--- config.mk ---
export PLATFORM = sky130hd
export DESIGN_NAME = lzf_front
export DESIGN_NICKNAME = d
export VERILOG_FILES = /design/src/sv/lzf_pkg.sv /design/src/sv/lzf_front.sv
export SDC_FILE = /design/constraint.sdc
export NUM_CORES = 1
export LEC_CHECK = 0
export ABC_AREA = 1
export BUFFER_PORTS_ARGS = -buffer_cell sky130_fd_sc_hd__buf_4
export CORE_UTILIZATION = 53
export CTS_CLUSTER_DIAMETER = 120
export DETAILED_ROUTE_END_ITERATION = 12
export PLACE_DENSITY = 0.91
export REMOVE_ABC_BUFFERS = 1
export SLEW_MARGIN = 5
export SYNTH_ARGS = -nofsm -noshare
export SYNTH_HDL_FRONTEND = slang
export SYNTH_SLANG_ARGS = --single-unit
--- constraint.sdc ---
create_clock -name clk -period 2.5 [get_ports clk]
set_clock_uncertainty 0.05 [all_clocks]
set_input_delay 0.375 -clock clk [delete_from_list [all_inputs] [get_ports clk]]
set_output_delay 0.375 -clock clk [all_outputs]
set_load 0.005 [all_outputs]
--- src/sv/lzf_pkg.sv ---
`timescale 1ns / 1ps

package lzf_pkg;

    // Input item kinds.
    localparam logic KIND_DATA = 1'b0;
    localparam logic KIND_END  = 1'b1;

    // Item as it sits in the queue between front and back.
    typedef struct packed {
        logic       is_end;
        logic [7:0] value;
    } queue_item_t;

    typedef enum logic [2:0] {
        ST_CLEAR,
        ST_IDLE,
        ST_READ,
        ST_CMP,
        ST_EMIT
    } back_state_t;

endpackage

--- src/sv/lzf_front.sv ---
`timescale 1ns / 1ps

module lzf_front (
    input  logic                 clk,
    input  logic                 rst_n,
    input  logic                 in_valid,
    output logic                 in_ready,
    input  logic                 kind,
    input  logic [7:0]           byte_value,
    output logic                 q_valid,
    input  logic                 q_ready,
    output lzf_pkg::queue_item_t q_item
);
    import lzf_pkg::*;

    queue_item_t slot_reg [2];
    logic        wptr_reg, wptr_next;
    logic        rptr_reg, rptr_next;
    logic [1:0]  cnt_reg, cnt_next;
    logic        push, pop;
    queue_item_t item_in;

    always_comb
    begin
        item_in.is_end = (kind == KIND_END);
        item_in.value  = byte_value;
        in_ready  = (cnt_reg != 2'd2);
        q_valid   = (cnt_reg != 2'd0);
        q_item    = slot_reg[rptr_reg];
        push      = in_valid && in_ready;
        pop       = q_valid && q_ready;
        wptr_next = push ? ~wptr_reg : wptr_reg;
        rptr_next = pop ? ~rptr_reg : rptr_reg;
        cnt_next  = cnt_reg + {1'b0, push} - {1'b0, pop};
    end

    always_ff @(posedge clk or negedge rst_n)
    begin
        if (!rst_n)
        begin
            wptr_reg <= 1'b0;
            rptr_reg <= 1'b0;
            cnt_reg  <= 2'd0;
        end
        else
        begin
            wptr_reg <= wptr_next;
            rptr_reg <= rptr_next;
            cnt_reg  <= cnt_next;
        end
    end

    always_ff @(posedge clk)
    begin
        if (push)
        begin
            slot_reg[wptr_reg] <= item_in;
        end
    end

endmodule

Yosys cells after proc, flatten, opt, wreduce, memory -nomap -nowiden:

Memory sizes are Yosys's and may differ from the RTL's.
Index checks and enable logic that the tools add are counted.

* flip-flop bits (word level): 4
* RAM bits: 18
* bits of input ports: 13
* output and inout bits: 11
* word-level logic and storage cells: 14
* memories: 1

* $add $sub $neg: 2
* eq/ne operators: 1
* mux-type cells: 2
* bitwise operators: 2
* reduce and logical (&&, ||, !) cells: 3

Memories
* slot_reg: words 2, width 9, rd ports 1, clocked after Yosys merged registers in 0, wr ports 1, line lzf_front.sv:16 `queue_item_t slot_reg [2];`

Operators by type and width (count)
* adder 2 x 1 -> 2 bit: 1
* logical AND 1 bit: 2
* 2-to-1 mux 1 bit: 2
* inequality test 2 bit, second input constant: 1
* inverter 1 bit: 2
* nonzero test 2 bit: 1
* subtractor 2 x 1 -> 2 bit: 1

Logic depth before layout (Yosys ltp):

Gate-level depths: netlist of run 1.

* depth in word-level cells: 4
* mapped depth: 10
* gate-level depth less buffers: 10

Worst setup path before layout of run 1:

No wires, ideal clock.

* path type: register -> register
* start: register cnt_reg[1]
* end: memory slot_reg[1][0] (netlist bit), enable pin
* library setup time: 0.374 ns
* data arrival time: 0.975 ns
* required time: 2.076 ns
* slack: 1.101 ns
* cell stages (with the launch flop): 4
* path buffers: 0
* period minus slack after synthesis: 1.399 ns
* cell sequence: dfrtp_1 nand2_2 nand2_4 nor2_1

* cells in the longest elaborated chain, start to end: 4

Ends and longest elaborated chain
* from (decl): line lzf_front.sv:19 `logic [1:0] cnt_reg, cnt_next;`
* from (signal assigned): line lzf_front.sv:49 `cnt_reg <= cnt_next;`
* inequality test 2 bit: line lzf_front.sv:27 `in_ready = (cnt_reg != 2'd2);`
* net in_ready: line lzf_front.sv:7 `output logic in_ready,`
* logical AND 1 bit: line lzf_front.sv:30 `push = in_valid && in_ready;`
* 2-to-1 mux 1 bit: line lzf_front.sv:55 `if (push)`
* 2-to-1 mux 1 bit (implied by the code): line lzf_front.sv:57 `slot_reg[wptr_reg] <= item_in;`
* to (decl): line lzf_front.sv:16

The timed path passes the listed nets, and every way through them passes these cells.

==> reports/qor_table.md, run 1 <==
| Result | Value |
|:---|:---|
| Outcome | finished, final reports clean |
| Via count of the first global-routing pass | 601 |
| # DRC | 0 |
| Port-buffer cells | 23 |
| Peak VDD IR | 0.805 mV |
| Top cell family by delay on the critical path | flip-flops |
| Synthesized area per cell | 11.5 um2 |
| Total number of vias | 632 |
| Most common cell after layout, fill and taps aside | nand2_1 |
| Cells after Synth | 78 |
| Count of buffers added by post-CTS timing repair for setup | 0 |
| Effective utilization at floorplan | 58.2% |
| Remaining global-route overflow | 0 |
| Arrival time at the worst endpoint | 1.37 ns |
| Cells along the critical path | inv_2 > nand2_1 > nand2_1 > buf_4 |
| Largest stage delay, worst path | 0.59 ns |
| Endpoint of the most critical register-to-register path | slot_reg[1][5] |
| Top cell type's share of synthesized area | 60.3% |
| Detailed-route wire length | 1.57 mm |
| Detailed placer's ending HPWL | 1.14 mm |
| Drt via density | 5.22 |
| TritonCTS clock tree | built |
| Hold depth | 1 |
| Clk buf depth | 2 |
| Post-layout power | 1.20 mW |
| RSZ-0062 raised after global routing | no |
| Net count, final | 121 |
| Hold wc startpoint | byte_value[5] |
| Vert. Die Dim | 43.1 um |
| Routed len/inst | 13.0 um |
| Sum of negative setup slack | 0 ns |
| Cell with the most instances on the worst path | nand2_1 |
| Wire length of the first global-routing pass | 2.41 mm |
| Number of filler instances in the final layout | 115 |
| Combined area of the multi-input logic cells | 211 um2 |
| All-layer global routing usage | 18.4% |
| Total count of hold-check failures in the final report | 0 |
| Hold-critical path endpoint | slot_reg[1][5] |
| Antenna violation net count after detailed routing | 0 |
| Worst-case reg-to-reg path depth | 3 |
| Clock tree sinks | 22 |
| Slew at the pin closest to its max-slew limit | 0.708 ns |
| CORE AREA | 1540 um2 |
| Flip-flop count of the largest register after layout | 18 |
| Leakage Power | 0.533 nW |
| Post-placement cell area | 1080 um2 |
| Root cell of the clock tree | clkbuf_4 |
| Hold Buf Count CTS | 1 |
| Initial antenna violation count | 0 |
| Worst R2R Setup Slack | 0.91 ns |
| Crit share post-route | 71.7% |
| PD cells | 1070 nW/um2 |
| Final setup violation count | 0 |
| Post-synthesis sequential element count | 22 |
| Finished layout cell area | 1110 um2 |
| Startpoint type of the worst setup path | flip-flop |
| Width of the die | 43.1 um |
| Violation count after the first detailed-routing iteration | 23 |
| Number of violations of the max-capacitance limit | 0 |
| Max Fanout on Critical Path | 11 |
| Num CTS Buffers | 3 |
| Worst slew margin relative to its limit | 52.6% |
| Number of synthesis warnings | 0 |
| Post-CTS resize count | 0 |
| Post-synth cell types | 11 |
| Highest achievable clock rate | 0.558 GHz |
| Layout cell share with drive strength beyond 1 | 31.4% |
| Class of the most critical hold timing path | in -> reg |
| Largest net degree at the start of global routing | 13 |
| Die Outline Area | 1860 um2 |
| Register area share after synthesis | 71.4% |
| Cells taking the most area after synthesis | edfxtp_1 (60%), nand2_1 (15%), dfrtp_1 (11%) |
| Worst Path Required | 2.08 ns |
| Minimum clock period after layout | 1.79 ns |
| I/O pin count | 24 |
| Critical Path End Type | output port |
| Buffering stage count on the worst path with inverters included | 2 |
| Final Slew Violations | 0 |
| Critical Path Slowest Stage Cell | dfrtp_1 |
| Cell Area, Synth | 897 um2 |
| Sequential cell area | 641 um2 |
| Layout overhead on the synthesized area | 24.3% |
| Clock input transition at the sequential cells of the worst setup and hold paths | 0.12 ns |
| Source-to-sink clock delay at the later pin of the worst-skew pair | 0.31 ns |
| Diodes inserted | 0 |
| Detailed-routing iteration count for the pre-antenna-repair pass | 4 |
| Origin of the critical flop-to-flop path | cnt_reg[1] |
| Total number of placement rows | 14 |
| Placer Congestion | 0.719 |
| Commonest non-fill, non-tap cells in the layout | nand2_1 (35), buf_4 (23), edfxtp_1 (18) |
| Path type of the worst setup path | reg -> out |
| Biggest area consumer among synthesized cells | edfxtp_1 |
| # H-tree levels | 1 |
metal layers:
metal	vias up	GRT usage [%]	part of all wire [%]
met5	-	0	0
met3	4	5.11	4.7
met2	26	29.6	51
li1	303	-	-
met4	0	11.5	1.6
met1	299	21.6	42
area by class of cell:
type	instances	share of cell area [%]
Sequential cell	22	57.5
Multi-Input combinational cell	46	19.0
Timing Repair Buffer	24	16.4
Inverter	9	3.03
Clock buffer	3	2.02
Tap cell	16	1.80
Clock inverter	1	0.337
worst max path at each step:
stage,start,to,slack [ns],cells past startpoint
after CTS,rptr_reg,q_item[3],0.71,4
after global placement,cnt_reg[1],slot_reg[1][5],1.00,3
after global routing,rptr_reg,q_item[3],0.64,4
after floorplan,cnt_reg[1],slot_reg[1][0],1.10,3
after detailed placement,cnt_reg[1],slot_reg[1][5],0.93,3
final,rptr_reg,q_item[6],0.71,4
cell usage after synthesis (all sizes together):
cell / n
inv: 9
nand2: 40
ha: 2
edfxtp: 18
nor2: 1
buf: 1
dfrtp: 4
nand3: 3
cells by family (layout without fill, tap and decap cells):
logic type / Yosys count / in the layout / synth area share (%)
adders and majority gates: 2 / 2 / 2.79
buffers and inverters: 10 / 37 / 5.02
DFF: 22 / 22 / 71.4
and+or+nand+nor: 44 / 44 / 20.8
worst register-to-register path: cells and delay by family (launching register included):
family           cells  cell delay [ns]
AND/OR/NAND/NOR      3             0.73
flip-flops           1             0.44
stage by stage:
step / setup slack [ns] / cells / util, % / hold WS, ns
final: 0.707 / 121 / 72.3 / 0.194
after global routing: 0.641 / 121 / 72.3 / 0.177
after CTS: 0.714 / 121 / 72.3 / 0.194
after detailed placement: 0.930 / 116 / 70.0 / 0.127
after global placement: 1.00 / 116 / 70.0 / 0.123
after floorplan: 1.10 / 77 / - / 0.0294
power by group:
group	leakage (nW)	internal (mW)	total, mW	switching, mW
Clock	0.0154	0.0583	0.163	0.105
Sequential	0.215	0.509	0.572	0.0632
Combinational	0.303	0.208	0.462	0.254
Total	0.533	0.775	1.20	0.422
(Power assumes the default switching activity.)
==> run 2: changes to the inputs <==
--- a/config.mk
+++ b/config.mk
@@ -5,12 +5,12 @@
 export SDC_FILE = /design/constraint.sdc
 export NUM_CORES = 1
 export LEC_CHECK = 0
-export ABC_AREA = 1
+export ABC_AREA = 0
 export BUFFER_PORTS_ARGS = -buffer_cell sky130_fd_sc_hd__buf_4
-export CORE_UTILIZATION = 53
+export CORE_UTILIZATION = 49
 export CTS_CLUSTER_DIAMETER = 120
 export DETAILED_ROUTE_END_ITERATION = 12
-export PLACE_DENSITY = 0.91
+export PLACE_DENSITY = 0.87
 export REMOVE_ABC_BUFFERS = 1
 export SLEW_MARGIN = 5
 export SYNTH_ARGS = -nofsm -noshare
==> constraint.sdc (replaced) <==
create_clock -name clk -period 1.8 [get_ports clk]
set_clock_uncertainty 0.05 [all_clocks]
set_input_delay 0.27 -clock clk [delete_from_list [all_inputs] [get_ports clk]]
set_output_delay 0.27 -clock clk [all_outputs]
set_load 0.005 [all_outputs]
==> reports/qor_table.md, run 2 <==
| Result | Value |
|:---|:---|
| Outcome | complete, but fails checks |
| Failing checks | DRC |
| Clk buf depth | 2 |
| Hold wc startpoint | kind |
| Num CTS Buffers | 3 |
| Total number of placement rows | 14 |
| Layout overhead on the synthesized area | 29.3% |
| Most common cell after layout, fill and taps aside | buf_4 |
| Effective utilization at floorplan | 54.3% |
| Worst-case reg-to-reg path depth | 7 |
| Detailed-route wire length | 1.28 mm |
| Layout cell share with drive strength beyond 1 | 41.3% |
| Top cell family by delay on the critical path | adder cells |
| Worst setup timing slack at the placement stage | 0.0587 ns |
| Clock tree sinks | 22 |
| Routed len/inst | 14.1 um |
| Source-to-sink clock delay at the later pin of the worst-skew pair | 0.30 ns |
| # H-tree levels | 1 |
| Class of the most critical hold timing path | in -> reg |
| Cell Area, Synth | 846 um2 |
| Antenna violation net count after detailed routing | 0 |
| Hold-critical path endpoint | slot_reg[0][8] |
| Most common cell in the netlist | edfxtp_1 |
| Met2 wire length | 640 um |
| Buffering stage count on the worst path with inverters included | 1 |
| Synthesized area per cell | 18.8 um2 |
| Detailed-routing iteration count for the pre-antenna-repair pass | 8 |
| Final Worst Setup Slack | 0.0768 ns |
| Total number of vias | 475 |
| Length of routed met3 wiring | 92 um |
| Port-buffer cells | 23 |
| Post-synth EDFFs | 18 |
| Number of violations of the max-capacitance limit | 0 |
| Wire length of the first global-routing pass | 2.12 mm |
| Arrival time at the worst endpoint | 1.91 ns |
| Minimum clock period after layout | 1.72 ns |
| Net count, final | 91 |
| Via count of the first global-routing pass | 479 |
| Sequential cell area | 642 um2 |
| Endpoint of the most critical register-to-register path | cnt_reg[1] |
| Post-synthesis sequential element count | 22 |
| Slew at the pin closest to its max-slew limit | 0.438 ns |
| Width of the die | 43.5 um |
| Vert. Die Dim | 43.5 um |
| # DRC | 8 |
| Die Outline Area | 1900 um2 |
| Critical Path End Type | flip-flop |
| Root cell of the clock tree | clkbuf_4 |
| Diodes inserted | 0 |
| Commonest register cell after synthesis | edfxtp_1 |
| Number of synthesis warnings | 0 |
| Peak VDD IR | 0.782 mV |
| Biggest area consumer among synthesized cells | edfxtp_1 |
| Worst Path Required | 1.98 ns |
| Placer Congestion | 0.661 |
| Leakage Power | 0.444 nW |
| Wire length on met1 | 532 um |
| Share of synthesized flip-flops with an asynchronous set or reset | 18.2% |
| Hold depth | 1 |
| Most instantiated cells after synthesis | edfxtp_1 (18), mux2_1 (9), dfrtp_1 (4), xnor2_1 (3), ha_1 (2) |
| Path type of the worst setup path | reg -> reg |
| Violation count after the first detailed-routing iteration | 17 |
| Flip-flop count of the largest register after layout | 18 |
| Largest net degree at the start of global routing | 13 |
| PD cells | 1460 nW/um2 |
| Remaining global-route overflow | 0 |
| Worst slew margin relative to its limit | 70.8% |
| CORE AREA | 1560 um2 |
| Drt via density | 5.22 |
| Total count of hold-check failures in the final report | 0 |
| Final setup violation count | 0 |
| Final Slew Violations | 0 |
| All-layer global routing usage | 16.3% |
| Hold Slack | 0.0941 ns |
| Startpoint type of the worst setup path | flip-flop |
| Cells after Synth | 45 |
| Commonest non-fill, non-tap cells in the layout | buf_4 (26), edfxtp_1 (18), mux2_1 (9) |
| Highest achievable clock rate | 0.580 GHz |
| Origin of the critical flop-to-flop path | cnt_reg[1] |
| I/O pin count | 24 |
| TritonCTS clock tree | built |
| Initial antenna violation count | 0 |
| Combined area of the multi-input logic cells | 196 um2 |
| Post-synth cell types | 14 |
| Number of filler instances in the final layout | 104 |
| Crit share post-route | 95.7% |
| Clock input transition at the sequential cells of the worst setup and hold paths | 0.11 ns |
| Max Fanout on Critical Path | 2 |
| Detailed placer's ending HPWL | 912 um |
| Top cell type's share of synthesized area | 63.9% |
| Largest stage delay, worst path | 0.40 ns |
| Cells along the critical path | or2_1 > and2_4 > ha_1 > inv_1 > ha_1 > xnor2_1 > xnor2_1 |
| Worst R2R Setup Slack | 0.08 ns |
| Post-layout power | 1.60 mW |
| RSZ-0062 raised after global routing | yes |
| Critical Path Slowest Stage Cell | dfrtp_1 |
| Max Used Layer | met4 |
| Cells taking the most area after synthesis | edfxtp_1 (64%), mux2_1 (12%), dfrtp_1 (12%) |
| Critical path depth | 7 |
| Register area share after synthesis | 75.7% |
==> run 2: changes by cell type after synthesis, moves of 2 or more <==
| cell | before | now |
|---|---|---|
| nand2_2 | 4 | 0 |
| xnor2_1 | 0 | 3 |
| nand2_1 | 35 | 1 |
| mux2_1 | 0 | 9 |
| nand3_1 | 3 | 0 |
| inv_1 | 7 | 1 |
| inv_2 | 2 | 0 |
==> run 2: cell type report <==
cell class,count,share of cell area (%)
Sequential cell,22,58.7
Timing Repair Buffer,27,18.8
Clock inverter,1,0.343
Multi-Input combinational cell,21,18.0
Tap cell,16,1.83
Clock buffer,3,2.06
Inverter,1,0.343
==> run 2: power breakdown <==
group / internal, mW / switching (mW) / leakage [nW]
registers: 0.712 / 0.0870 / 0.213
clock network: 0.0809 / 0.138 / 0.0154
logic: 0.346 / 0.231 / 0.216
==> run 2: worst max path at each step <==
stage / from / endpoint
floorplan: cnt_reg[1] / cnt_reg[1]
global placement: cnt_reg[1] / cnt_reg[1]
detailed placement: cnt_reg[1] / cnt_reg[1]
CTS: cnt_reg[1] / cnt_reg[1]
global route: cnt_reg[1] / cnt_reg[1]
finish: cnt_reg[1] / cnt_reg[1]
==> run 2: layer usage <==
layer | global-route usage, % | vias up
li1 | - | 223
met1 | 17.9 | 231
met2 | 26.9 | 19
met3 | 6.25 | 2
met4 | 9.38 | 0
met5 | 0 | -
==> run 2: logic make-up after synthesis <==
group | share of synthesized area, %
AND/OR/NAND/NOR | 4.14
flip-flops | 75.7
multiplexers | 12.0
XOR/XNOR | 4.14
adder cells (fa/ha/maj) | 2.96
buffers and inverters | 1.03
==> run 2: worst reg2reg max path, cell delays in order, from the launching register on <==
cell and delay (ns):
dfrtp_1 0.40, or2_1 0.25, and2_4 0.17, ha_1 0.27
inv_1 0.04, ha_1 0.18, xnor2_1 0.16, xnor2_1 0.13
==> run 2: timing repair <==
| action | CTS | global route |
|---|---|---|
| hold buffers | 1 | 0 |
| setup endpoints to repair | 0 | 10 |
| hold endpoints to repair | 4 | 0 |
| buffers inserted | 0 | 2 |
| resized for setup | 0 | 1 |
==> run 2: metrics by stage <==
step	utilization, %	setup TNS [ns]	instances	area (um2)
floorplan	-	0	44	841
global placement	66.8	0	84	1040
detailed placement	66.8	0	84	1040
CTS	69.1	0	89	1080
global route	70.1	-0.0354	91	1090
finish	70.1	0	91	1090
